--- config.mk ---
export PLATFORM = sky130hd
export DESIGN_NAME = one_shot_timer_table
export DESIGN_NICKNAME = d
export VERILOG_FILES = /design/src/rtl/ostt_pkg.sv /design/src/rtl/one_shot_timer_table.sv /design/src/rtl/ostt_datapath.sv /design/src/rtl/ostt_ctrl.sv
export SDC_FILE = /design/constraint.sdc
export NUM_CORES = 1
export LEC_CHECK = 0
export ABC_AREA = 0
export BUFFER_PORTS_ARGS = -buffer_cell sky130_fd_sc_hd__buf_2
export CORE_MARGIN = 2
export CORE_UTILIZATION = 35
export CTS_BUF_LIST = sky130_fd_sc_hd__clkbuf_16
export CTS_CLUSTER_SIZE = 40
export DETAILED_ROUTE_END_ITERATION = 7
export PLACE_DENSITY = 0.46
export SLEW_MARGIN = 25
export SYNTH_ARGS = -nofsm -noshare
export SYNTH_HDL_FRONTEND = slang
export SYNTH_HIERARCHICAL = 1
export SYNTH_SLANG_ARGS = --single-unit
--- constraint.sdc ---
create_clock -name clk -period 5.2 [get_ports clk]
set_clock_uncertainty 0.2 [all_clocks]
set_input_delay 0.52 -clock clk [delete_from_list [all_inputs] [get_ports clk]]
set_output_delay 0.52 -clock clk [all_outputs]
set_load 0.01 [all_outputs]
--- src/rtl/ostt_pkg.sv ---
package ostt_pkg;

  localparam int NUM_TIMERS = 16;
  localparam int DELAY_BITS = 16;
  localparam int IDX_W      = (NUM_TIMERS > 1) ? $clog2(NUM_TIMERS) : 1;
  localparam int ID_W       = 4;

  localparam logic [1:0] CMD_TICK   = 2'd0;
  localparam logic [1:0] CMD_ADD    = 2'd1;
  localparam logic [1:0] CMD_CANCEL = 2'd2;
  localparam logic [1:0] CMD_HALT   = 2'd3;

  localparam logic [1:0] KIND_EXPIRY = 2'd0;
  localparam logic [1:0] KIND_ADD    = 2'd1;
  localparam logic [1:0] KIND_CANCEL = 2'd2;

  typedef struct packed {
    logic [1:0]      cmd;
    logic [ID_W-1:0] timer_id;
    logic [15:0]     delay_ms;
  } in_beat_t;

  typedef struct packed {
    logic [1:0]      kind;
    logic [ID_W-1:0] timer_id_res;
    logic            ok;
    logic            last;
  } out_beat_t;

  typedef struct packed {
    logic capture;
    logic sweep_step;
    logic emit;
    logic do_add;
    logic do_cancel;
    logic do_halt;
  } ctl_cmd_t;

  typedef struct packed {
    logic [1:0] cmd;
    logic       halted;
    logic       sweep_done;
    logic       pend_any;
    logic       out_free;
  } dp_stat_t;

endpackage

--- src/rtl/one_shot_timer_table.sv ---
// Table of one-shot timers, one slot per id, driven by a command stream.
// Input channel (in_valid/in_ready/in_data) carries tick, add, cancel and halt
// beats; output channel (out_valid/out_ready/out_data) carries add status,
// cancel status and expiry beats, with last set on the final beat of a command.
// One command is in flight at a time: in_ready is high only while idle.
// Add and cancel: the command is captured, then once the output register is free
// the result is registered as the table returns to idle.
// Halt: no result; sets the halt flag and returns to idle.
// Tick: a countdown sweep visits all NUM_TIMERS slots, one slot per cycle, then
// one expiry beat per cycle while the output register is free, in
// earliest-deadline order, lowest id on ties. A tick while halted
// or with nothing firing gives no beat.
// A single output register holds the last result; when the receiver stalls
// the controller holds back the next result until that register drains.
// Reset (rst, synchronous) disarms every slot, clears halt and empties the
// output register.
module one_shot_timer_table import ostt_pkg::*; (
  input  logic      clk,
  input  logic      rst,
  input  logic      in_valid,
  output logic      in_ready,
  input  in_beat_t  in_data,
  output logic      out_valid,
  input  logic      out_ready,
  output out_beat_t out_data
);

  ctl_cmd_t ctl;
  dp_stat_t stat;

  ostt_ctrl u_ctrl (
    .clk      (clk),
    .rst      (rst),
    .in_valid (in_valid),
    .in_ready (in_ready),
    .stat     (stat),
    .ctl      (ctl)
  );

  ostt_datapath u_dp (
    .clk       (clk),
    .rst       (rst),
    .in_data   (in_data),
    .ctl       (ctl),
    .stat      (stat),
    .out_ready (out_ready),
    .out_valid (out_valid),
    .out_data  (out_data)
  );

  a_idle_no_pending: assert property (@(posedge clk) disable iff (rst)
    (in_valid && in_ready) |-> !stat.pend_any)
    else $error("command accepted while expiries still pending");

  a_emit_into_free: assert property (@(posedge clk) disable iff (rst)
    ctl.emit |-> (stat.out_free && stat.pend_any))
    else $error("expiry issued without free output register or pending slot");

  a_expiry_ok: assert property (@(posedge clk) disable iff (rst)
    (out_valid && out_data.kind == KIND_EXPIRY) |-> out_data.ok)
    else $error("expiry beat without ok");

  a_halt_sticks: assert property (@(posedge clk) disable iff (rst)
    (in_valid && in_ready && in_data.cmd == CMD_HALT) |-> ##2 stat.halted)
    else $error("halt command did not halt the table");

endmodule

--- src/rtl/ostt_datapath.sv ---
module ostt_datapath import ostt_pkg::*; (
  input  logic      clk,
  input  logic      rst,
  input  in_beat_t  in_data,
  input  ctl_cmd_t  ctl,
  output dp_stat_t  stat,
  input  logic      out_ready,
  output logic      out_valid,
  output out_beat_t out_data
);

  logic [NUM_TIMERS-1:0] armed;
  logic [NUM_TIMERS-1:0] pend0;
  logic [NUM_TIMERS-1:0] pend1;
  logic [DELAY_BITS-1:0] remaining [NUM_TIMERS];
  logic                  halted;
  in_beat_t              held;
  logic [IDX_W-1:0]      cnt;

  logic                  id_ok;
  logic [IDX_W-1:0]      id_idx;
  logic                  add_ok;
  logic [DELAY_BITS-1:0] rem_rd;
  logic                  arm_rd;
  logic [NUM_TIMERS-1:0] sel;
  logic [NUM_TIMERS-1:0] lowbit;
  logic [IDX_W-1:0]      low_idx;
  logic                  last_hit;
  logic                  load;

  assign id_ok  = 32'(held.timer_id) < 32'(NUM_TIMERS);
  assign id_idx = IDX_W'(held.timer_id);
  assign add_ok = !halted && id_ok;
  assign rem_rd = remaining[cnt];
  assign arm_rd = armed[cnt];

  // slots already at zero before the tick fire first, then those that just got there
  assign sel      = (pend0 != '0) ? pend0 : pend1;
  assign lowbit   = sel & (~sel + NUM_TIMERS'(1));
  assign last_hit = ((pend0 | pend1) & ~lowbit) == '0;
  assign load     = ctl.do_add | ctl.do_cancel | ctl.emit;

  always_comb begin
    low_idx = '0;
    for (int i = 0; i < NUM_TIMERS; i++) begin
      if (lowbit[i]) begin
        low_idx = low_idx | IDX_W'(i);
      end
    end
  end

  always_ff @(posedge clk) begin
    if (rst) begin
      armed     <= '0;
      pend0     <= '0;
      pend1     <= '0;
      halted    <= 1'b0;
      cnt       <= '0;
      out_valid <= 1'b0;
    end else begin
      if (ctl.capture) begin
        cnt <= '0;
      end
      if (ctl.sweep_step) begin
        pend0[cnt] <= arm_rd && (rem_rd == '0);
        pend1[cnt] <= arm_rd && (rem_rd == DELAY_BITS'(1));
        // drop the slot now when it fires; its beat goes out in the emit phase
        armed[cnt] <= arm_rd && (rem_rd > DELAY_BITS'(1));
        cnt        <= cnt + IDX_W'(1);
      end
      if (ctl.do_add && add_ok) begin
        armed[id_idx] <= 1'b1;
      end
      if (ctl.do_cancel && id_ok) begin
        armed[id_idx] <= 1'b0;
      end
      if (ctl.do_halt) begin
        halted <= 1'b1;
      end
      if (ctl.emit) begin
        pend0 <= pend0 & ~lowbit;
        pend1 <= pend1 & ~lowbit;
      end
      if (load) begin
        out_valid <= 1'b1;
      end else if (out_ready) begin
        out_valid <= 1'b0;
      end
    end
  end

  always_ff @(posedge clk) begin
    if (ctl.capture) begin
      held <= in_data;
    end
    if (ctl.sweep_step && arm_rd && (rem_rd != '0)) begin
      remaining[cnt] <= rem_rd - DELAY_BITS'(1);
    end
    if (ctl.do_add && add_ok) begin
      remaining[id_idx] <= DELAY_BITS'(held.delay_ms);
    end
    if (ctl.do_add) begin
      out_data <= '{kind: KIND_ADD, timer_id_res: held.timer_id, ok: add_ok, last: 1'b1};
    end else if (ctl.do_cancel) begin
      out_data <= '{kind: KIND_CANCEL, timer_id_res: held.timer_id,
                    ok: id_ok && armed[id_idx], last: 1'b1};
    end else if (ctl.emit) begin
      out_data <= '{kind: KIND_EXPIRY, timer_id_res: ID_W'(low_idx), ok: 1'b1,
                    last: last_hit};
    end
  end

  assign stat.cmd        = held.cmd;
  assign stat.halted     = halted;
  assign stat.sweep_done = cnt == IDX_W'(NUM_TIMERS - 1);
  assign stat.pend_any   = (pend0 | pend1) != '0;
  assign stat.out_free   = !out_valid || out_ready;

endmodule

--- src/rtl/ostt_ctrl.sv ---
module ostt_ctrl import ostt_pkg::*; (
  input  logic     clk,
  input  logic     rst,
  input  logic     in_valid,
  output logic     in_ready,
  input  dp_stat_t stat,
  output ctl_cmd_t ctl
);

  localparam logic [1:0] S_IDLE  = 2'd0;
  localparam logic [1:0] S_RUN   = 2'd1;
  localparam logic [1:0] S_SWEEP = 2'd2;
  localparam logic [1:0] S_EMIT  = 2'd3;

  logic [1:0] state;
  logic [1:0] state_next;

  assign in_ready = state == S_IDLE;

  always_comb begin
    ctl        = '0;
    state_next = state;
    unique case (state)
      S_IDLE: begin
        if (in_valid) begin
          ctl.capture = 1'b1;
          state_next  = S_RUN;
        end
      end
      S_RUN: begin
        unique case (stat.cmd)
          CMD_TICK: begin
            state_next = stat.halted ? S_IDLE : S_SWEEP;
          end
          CMD_ADD: begin
            if (stat.out_free) begin
              ctl.do_add = 1'b1;
              state_next = S_IDLE;
            end
          end
          CMD_CANCEL: begin
            if (stat.out_free) begin
              ctl.do_cancel = 1'b1;
              state_next    = S_IDLE;
            end
          end
          CMD_HALT: begin
            ctl.do_halt = 1'b1;
            state_next  = S_IDLE;
          end
        endcase
      end
      S_SWEEP: begin
        ctl.sweep_step = 1'b1;
        if (stat.sweep_done) begin
          state_next = S_EMIT;
        end
      end
      S_EMIT: begin
        if (!stat.pend_any) begin
          state_next = S_IDLE;
        end else if (stat.out_free) begin
          ctl.emit = 1'b1;
        end
      end
    endcase
  end

  always_ff @(posedge clk) begin
    if (rst) begin
      state <= S_IDLE;
    end else begin
      state <= state_next;
    end
  end

endmodule
==> summary.txt, run 1 <==
Status
  – Status: finished clean

Drt
  – DRC Markers: 0
  – Drt first pass iters: 5
  – Final WL: 64230 µm
  – Via density: 5.993
  – Vias: approximately 15k
  – Antenna Nets Post-Route: 0
  – Drt first-iter violations: 1651
  – WL per Instance: roughly 26 µm

Clock tree
  – Max clock buf depth: 3
  – CTS buffer count: 41
  – H-tree depth: 2
  – Clock Sinks: 346
  – Setup bufs post-CTS: 0
  – Clock tree from TritonCTS: built
  – Clk slew on worst S/H paths: 60 ps
  – Clock root cell: clkbuf_16
  – Skew-Pair Late Insertion Delay: 570 ps

Synthesis
  – Yosys reg bits: about 350
  – Synth Cell Area: 18690 µm²
  – Distinct cells, synth: 80
  – Synth warnings: 6
  – Cell count after synthesis: 1699
  – Synthesized area per cell: roughly 11 µm²
  – Dominant cell type by area after synthesis: edfxtp_1
  – Mapped Nets: 1736
  – Top_reg_cell synth: edfxtp_1
  – Number of synthesized flops with an enable pin: 283
  – Top cells by area, synth: edfxtp_1, mux4_2, dfxtp_1
  – Register area share after synthesis: 52.22%
  – Async S/R FF share, synth: 0%
  – Synth top area share: 45.47%

Timing
  – Fin crit period: around 4600 ps
  – Final setup violation count: 0
  – Fin Hold WS: 176.0 ps
  – RSZ-0062 raised after global routing: false
  – Fin crit share: 88.27%
  – Fin. Hold Viols: 0
  – Slew Viols, Final: 0
  – Rel. slew slack: 33.60%
  – TNS Setup: 0 ps
  – Tightest Pin Transition: 986.9 ps
  – Max Freq: 217.9 MHz

Power and ir drop
  – Clock share of power: between 40% and 50%
  – Flop pwr share: 50.6%
  – Comb power frac: approximately 3.2%
  – Pleak: 7.117 nW
  – Worst-case vdd ir drop: 0.2169 mV
  – Int Pwr: 0.004707 W
  – Power per Cell Area: 286.0 nW/µm²
  – Power Total: 0.006064 W
  – Switching Fraction: 22.38%
  – Sw Pwr: around 0.0014 W

Global routing
  – Largest net degree at the start of global routing: 40
  – Initial antenna violation count: 1
  – Vias in the first global route: around 14k
  – Gr usage total: between 20% and 30%
  – Congestion Overflow GR: 0
  – Global-route wire length before repair: 95060 µm

Worst setup path
  – CP Cell Sequence: buf_4, mux4_2, a22oi_1, and3_1, nand4b_1, nor2_1, a41o_1, buf_4, o21ai_2, buf_4
  – Crit path capture type: flip-flop
  – Required @ worst endpoint: 5270 ps
  – Family with the most delay on the worst path: compound AO/OA/AOI/OAI gates
  – Arr. time, crit path: 4660 ps
  – Crit path buf inv count: 3
  – Most used cell, CP: buf_4
  – CP max FO: 39
  – Crit path kind: reg -> reg
  – CP max stage cell: dfxtp_4
  – Max incr delay on CP: 840 ps
  – R2R setup slack: 610 ps
  – Worst setup SP type: flip-flop

Finish
  – Core occupancy in the finished layout: around two fifths
  – Number of diodes: 0
  – Area grow syn2layout: 13.46%
  – Nets@finish: 1747
  – Layout cells sized above 1: 21.31%

Job
  – Maximum Capacitance Violations: 0

Placed design
  – Post-DP HPWL: around 43000 µm
  – PortBufs: 35
  – Gp weighted congestion: 0.8577

Floorplanning
  – Die Ht: 235.1 µm
  – Die Area: 55260 µm²
  – # rows: between 80 and 90
  – Number of I/O pins: 36
  – Core ar.: 52660 µm²
  – Initial Utilization: 35.49%
  – Die W: 235.1 µm

Hold path
  – HP Class: in -> reg
-- power by group through the flow --
stage | clock network (W) | registers, W | logic [W]
detailed placement | 0 | 0.00313 | 0.000178
CTS | 0.00287 | 0.00307 | 0.000191
global placement | 0 | 0.00313 | 0.000176
floorplan | 0 | 0.00307 | 0.000152
global route | 0.00297 | 0.00307 | 0.000209
finish | 0.00280 | 0.00307 | 0.000191
-- metrics by stage --
step	worst slack [ps]	area [µm²]	instances
2_1_floorplan	680.8	18690	1699
3_3_place_gp	835.6	19660	2333
3_5_place_dp	607.0	19690	2333
4_1_cts	573.7	21200	2429
5_1_grt	322.5	21200	2429
6_report	610.0	21200	2429
-- sequential cells by signal (all words and copies together), names as in the netlist, named ones only --
register / count
u_dp/remaining: 256
u_dp/armed: 16
u_dp/held: 16
u_dp/pend0: 16
u_dp/pend1: 16
u_dp/out_data: 8
u_dp/cnt: 4
u_dp/id_idx: 4
u_dp/stat: 2
u_ctrl/state: 1
u_dp/halted: 1
u_dp/out_valid: 1
-- logic make-up (layout without fill, tap and decap cells) --
group / after synthesis / after routing / synth area share (%)
mux: 162 / 162 / 14.37
compound gates: 403 / 403 / 14.01
xor+xnor: 8 / 8 / 0.3749
fa+ha+maj: 11 / 11 / 0.7365
simple gates: 592 / 592 / 14.22
buf+inv: 177 / 219 / 4.064
flops: 346 / 346 / 52.22
-- what timing repair did --
action	in CTS	in global routing
gates resized for setup	0	0
hold buffers	22	0
endpoints found under the hold margin	22	0
-- layout by cell type, fill, tap and decap left out, drive strengths merged, types with 4 or more instances in the layout --
cell type    instances
o211ai               4
o2111ai              7
buf                107
o31ai               32
mux2i                4
and3                 9
a31oi              109
nand2              111
mux4                77
or2                 12
inv                 29
clkinv              14
nor2               300
dlygate4sd3         22
or4                 10
a21o                 5
a22oi               11
nor4                 7
mux2                81
o311ai               4
or3                  6
nand4               16
clkbuf              44
o32ai                7
and2                11
xnor2                5
nor3                19
dfxtp               63
nand3b               4
nand3               51
a211oi              21
nor2b               18
nand2b              10
o21ai               56
ha                  11
a21oi              100
edfxtp             283
a22o                12
-- cells in the mapped netlist, drive strengths merged, types with 15 or more instances --
| library cell | instances |
|---|---|
| edfxtp | 283 |
| nor2b | 18 |
| mux4 | 77 |
| inv | 15 |
| o21ai | 56 |
| nor3 | 19 |
| o31ai | 32 |
| a211oi | 21 |
| a21oi | 100 |
| clkbuf | 114 |
| nand3 | 51 |
| a31oi | 109 |
| dfxtp | 63 |
| nand2 | 111 |
| mux2 | 81 |
| buf | 47 |
| nand4 | 16 |
| nor2 | 300 |
-- worst reg2reg max path, stage by stage (launching register included) --
cell      delay [ps]
dfxtp_4          840
buf_4            350
mux4_2           510
a22oi_1          210
and3_1           310
nand4b_1         250
nor2_1           240
a41o_1           690
buf_4            310
o21ai_2           80
buf_4            300
-- final timing paths --
path / start / to / cells after the start
worst min-delay path: out_ready / u_dp/out_valid / 3
worst max register to register: flip-flop / u_dp/remaining[1][12] / 10
worst max-delay path: flip-flop / u_dp/remaining[1][12] / 10
worst min register to register: u_dp/out_data[6] / u_dp/out_data[6] / 1
-- routing by layer --
layer	wire length, µm	up-vias	share of wire, %	track usage [%]
li1	-	6507	-	-
met1	29010	7326	45	33.61
met2	28990	629	45	34.94
met3	4711	95	7.3	3.607
met4	1513	0	2.4	6.789
met5	0	-	0	0
-- final cells by class --
cell class,instances,area (µm²)
inverters,16,60.06
clock inverters,30,191.4
flip-flops and latches,346,9768
repair buffers,129,960.9
well taps,688,860.8
clock buffers,44,1101
multi-input cells,1176,8262
fillers,4989,31450
(Power assumes the default switching activity.)
==> run 2, diff against run 1 <==
--- a/config.mk
+++ b/config.mk
@@ -7,7 +7,6 @@
 export LEC_CHECK = 0
 export ABC_AREA = 0
 export BUFFER_PORTS_ARGS = -buffer_cell sky130_fd_sc_hd__buf_2
-export CORE_MARGIN = 2
 export CORE_UTILIZATION = 35
 export CTS_BUF_LIST = sky130_fd_sc_hd__clkbuf_16
 export CTS_CLUSTER_SIZE = 40
@@ -16,5 +15,4 @@
 export SLEW_MARGIN = 25
 export SYNTH_ARGS = -nofsm -noshare
 export SYNTH_HDL_FRONTEND = slang
-export SYNTH_HIERARCHICAL = 1
 export SYNTH_SLANG_ARGS = --single-unit
==> summary.txt, run 2 <==
Status
  – Status: finished clean (unchanged)

Finish
  – Layout cells sized above 1: 21.36% (was 21.31%)
  – Commonest non-fill, non-tap cell in the layout: edfxtp_1 (was nor2_1)
  – Nets@finish: 1228 (was 1747)
  – Number of diodes: 0 (unchanged)
  – Final Non-Filler Cells: 1807 (was 2429)
  – Commonest cells after routing, fill and taps aside: edfxtp_1, nor2_1, mux4_2 (was nor2_1, edfxtp_1, nand2_1)
  – Reg with most FFs: u_dp.remaining (was u_dp/remaining)
  – Core occupancy in the finished layout: 41.71% (was 40.27%)
  – Max reg flops: 256 (unchanged)
  – Area grow syn2layout: 16.71% (was 13.46%)

Clock tree
  – Clock tree from TritonCTS: built (unchanged)
  – Max clock buf depth: 3 (unchanged)
  – Clock Sinks: 346 (unchanged)
  – CTS buffer count: 40 (was 41)
  – Clock root cell: clkbuf_16 (unchanged)
  – Skew-Pair Late Insertion Delay: 570 ps (about the same)
  – H-tree depth: 2 (unchanged)
  – Clk slew on worst S/H paths: 60 ps (about the same)

Synthesis
  – Dominant cell type by area after synthesis: edfxtp_1 (unchanged)
  – Number of synthesized flops with an enable pin: 283 (unchanged)
  – Synth warnings: 0 (was 6)
  – Synthesized area per cell: 14.00 µm² (was 11.00 µm²)
  – Async S/R FF share, synth: 0% (unchanged)
  – Register area share after synthesis: 62.84% (was 52.22%)
  – Synth top cells by count: edfxtp_1, nor2_1, mux4_2 (was nor2_1, edfxtp_1, clkbuf_1)
  – Synth Cell Area: 15530 µm² (was 18690 µm²)
  – Top cells by area, synth: edfxtp_1, mux4_2, dfxtp_1 (unchanged)
  – Yosys reg bits: 346 (unchanged)
  – Top_reg_cell synth: edfxtp_1 (unchanged)
  – Most common cell in the netlist: edfxtp_1 (was nor2_1)
  – Synth top area share: 54.72% (was 45.47%)
  – Cell count after synthesis: 1109 (was 1699)
  – Mapped Nets: 1146 (was 1736)
  – Distinct cells, synth: 76 (was 80)

Power and ir drop
  – Sw Pwr: 0.001293 W (was 0.001357 W)
  – Power Total: 0.006066 W (was 0.006064 W)
  – Clock share of power: 47.2% (was 46.2%)
  – Comb power frac: 2.7% (was 3.2%)
  – Flop pwr share: 50.1% (was 50.6%)
  – Worst-case vdd ir drop: 0.2038 mV (was 0.2169 mV)
  – Power per Cell Area: 334.7 nW/µm² (was 286.0 nW/µm²)
  – Switching Fraction: 21.31% (was 22.38%)
  – Pleak: 5.749 nW (was 7.117 nW)
  – Int Pwr: 0.004773 W (was 0.004707 W)

Timing
  – RSZ-0062 raised after global routing: false (unchanged)
  – Fin crit share: 86.48% (was 88.27%)
  – Slew Viols, Final: 0 (unchanged)
  – Fin crit period: 4497 ps (was 4590 ps)
  – Tightest Pin Transition: 1054 ps (was 986.9 ps)
  – TNS Setup: 0 ps (unchanged)
  – Max Freq: 222.4 MHz (was 217.9 MHz)
  – Final setup violation count: 0 (unchanged)
  – Final setup margin: 702.9 ps (was 610.0 ps)
  – Fin. Hold Viols: 0 (unchanged)
  – Rel. slew slack: 29.75% (was 33.60%)

Placed design
  – Placed Cells: 1712 (was 2333)
  – Post-DP HPWL: 28950 µm (was 43220 µm)
  – Placement Setup Slack: 654.8 ps (was 607.0 ps)
  – Gp weighted congestion: 0.8562 (was 0.8577)
  – PortBufs: 35 (unchanged)

Worst setup path
  – Required @ worst endpoint: 5280 ps (was 5270 ps)
  – CP max FO: 32 (was 39)
  – Crit path capture type: flip-flop (unchanged)
  – Worst setup SP type: flip-flop (unchanged)
  – Crit path kind: reg -> reg (unchanged)
  – Arr. time, crit path: 4580 ps (was 4660 ps)

Floorplanning
  – Initial Utilization: 35.74% (was 35.49%)
  – Number of I/O pins: 36 (unchanged)
  – # rows: 76 (was 84)
  – Die Ht: 212.7 µm (was 235.1 µm)
  – Die W: 212.7 µm (was 235.1 µm)
  – Die Area: 45220 µm² (was 55260 µm²)
  – Core ar.: 43460 µm² (was 52660 µm²)

Global routing
  – Gr usage total: 19.73% (was 22.93%)
  – Congestion Overflow GR: 0 (unchanged)
  – Global-route wire length before repair: 64940 µm (was 95060 µm)
  – Vias in the first global route: 10.04k (was 13.91k)
  – Largest net degree at the start of global routing: 33 (was 40)
  – Initial antenna violation count: 0 (was 1)

Drt
  – Drt first-iter violations: 774 (was 1651)
  – Antenna Nets Post-Route: 0 (unchanged)
  – Met2 Wirelength: 21890 µm (was 28990 µm)
  – WL per Instance: 24.18 µm (was 26.44 µm)
  – Via density: 5.574 (was 5.993)
  – DRC Markers: 0 (unchanged)
  – Metal3 WL: 1831 µm (was 4711 µm)
  – Max Used Layer: met4 (unchanged)
  – Final WL: 43700 µm (was 64230 µm)
  – Metal-1 WL: 18690 µm (was 29010 µm)
  – Drt first pass iters: 5 (unchanged)
  – Vias: 10.07k (was 14.56k)

Job
  – Maximum Capacitance Violations: 0 (unchanged)

Hold path
  – HP Class: in -> reg (unchanged)
[run 2: cell types whose count changed after synthesis, moves of 8 or more]
cell / previous run / this run
clkbuf_1: 113 / 40
nor4_1: 7 / 21
mux2i_1: 4 / 35
o21ai_1: 1 / 27
mux2_2: 81 / 1
a21oi_1: 100 / 59
a211oi_1: 19 / 11
buf_1: 21 / 4
a31oi_1: 109 / 8
o21ai_0: 55 / 27
nand2_1: 111 / 66
nor2_1: 297 / 81
[run 2: layout make-up]
| type | instances | area (µm²) |
|---|---|---|
| fill | 4005 | 25330 |
| sequential | 346 | 9768 |
| multi-input combinational | 678 | 5425 |
| clock buffer | 41 | 1026 |
| timing repair buffer | 107 | 795.8 |
| tap | 585 | 732.0 |
| clock inverter | 32 | 311.5 |
| inverter | 18 | 67.56 |
[run 2: power groups by stage]
stage	clock, W	sequential (W)	combinational, W
after floorplan	0	0.00309	0.0000854
after global placement	0	0.00310	0.000153
after detailed placement	0	0.00310	0.000154
after CTS	0.00293	0.00304	0.000167
after global routing	0.00303	0.00304	0.000181
final	0.00286	0.00304	0.000166
[run 2: stage by stage]
stage	hold WS, ps	instance area [µm²]
final	90.86	18130
after global routing	131.5	18130
after CTS	63.49	18130
after detailed placement	239.4	16570
after global placement	234.2	16550
after floorplan	256.3	15530
[run 2: cells by family (layout without fill, tap and decap cells)]
logic type                 count (synthesis)  after routing  synth area share (%)
AOI/OAI and AO/OA                        234            234                 10.17
xor gates and xnor gates                  10             10                0.5639
adders and majority gates                 11             11                0.8862
buffers and inverters                     85            198                 2.852
DFF                                      346            346                 62.84
muxes                                    107            107                 12.55
and+or+nand+nor                          316            316                 10.13
[run 2: routing by layer]
layer / track usage [%] / vias to the layer above
met5: 0 / -
met4: 7.368 / 0
met3: 2.677 / 74
met2: 34.20 / 303
met1: 25.07 / 5115
li1: - / 4581
[run 2: worst max-delay path: stages, from the launching register on]
cell and delay [ps]:
dfxtp_4 810, buf_4 320, mux4_2 510, a22o_1 250
a221oi_2 350, nand4bb_1 330, or3_1 470, or4_1 490
nand3_1 460
[run 2: final timing paths]
| check | startpoint | to | slack (ps) | cells past startpoint |
|---|---|---|---|---|
| setup / recovery | flip-flop | u_dp.remaining[13][9] | 700 | 8 |
| hold / removal | in_valid | u_ctrl.state[0] | 90 | 3 |
| setup reg to reg | flip-flop | u_dp.remaining[13][9] | 700 | 8 |
| hold reg to reg | u_dp.out_data[6] | u_dp.out_data[6] | 240 | 2 |
[run 2: timing repair]
| action | 4_1_cts | 5_1_grt |
|---|---|---|
| hold endpoints to repair | 22 | 0 |
| setup buffers | 0 | 0 |
| endpoints found under the setup margin | 0 | 0 |
| hold buffers | 22 | 0 |
| resized for setup | 0 | 0 |
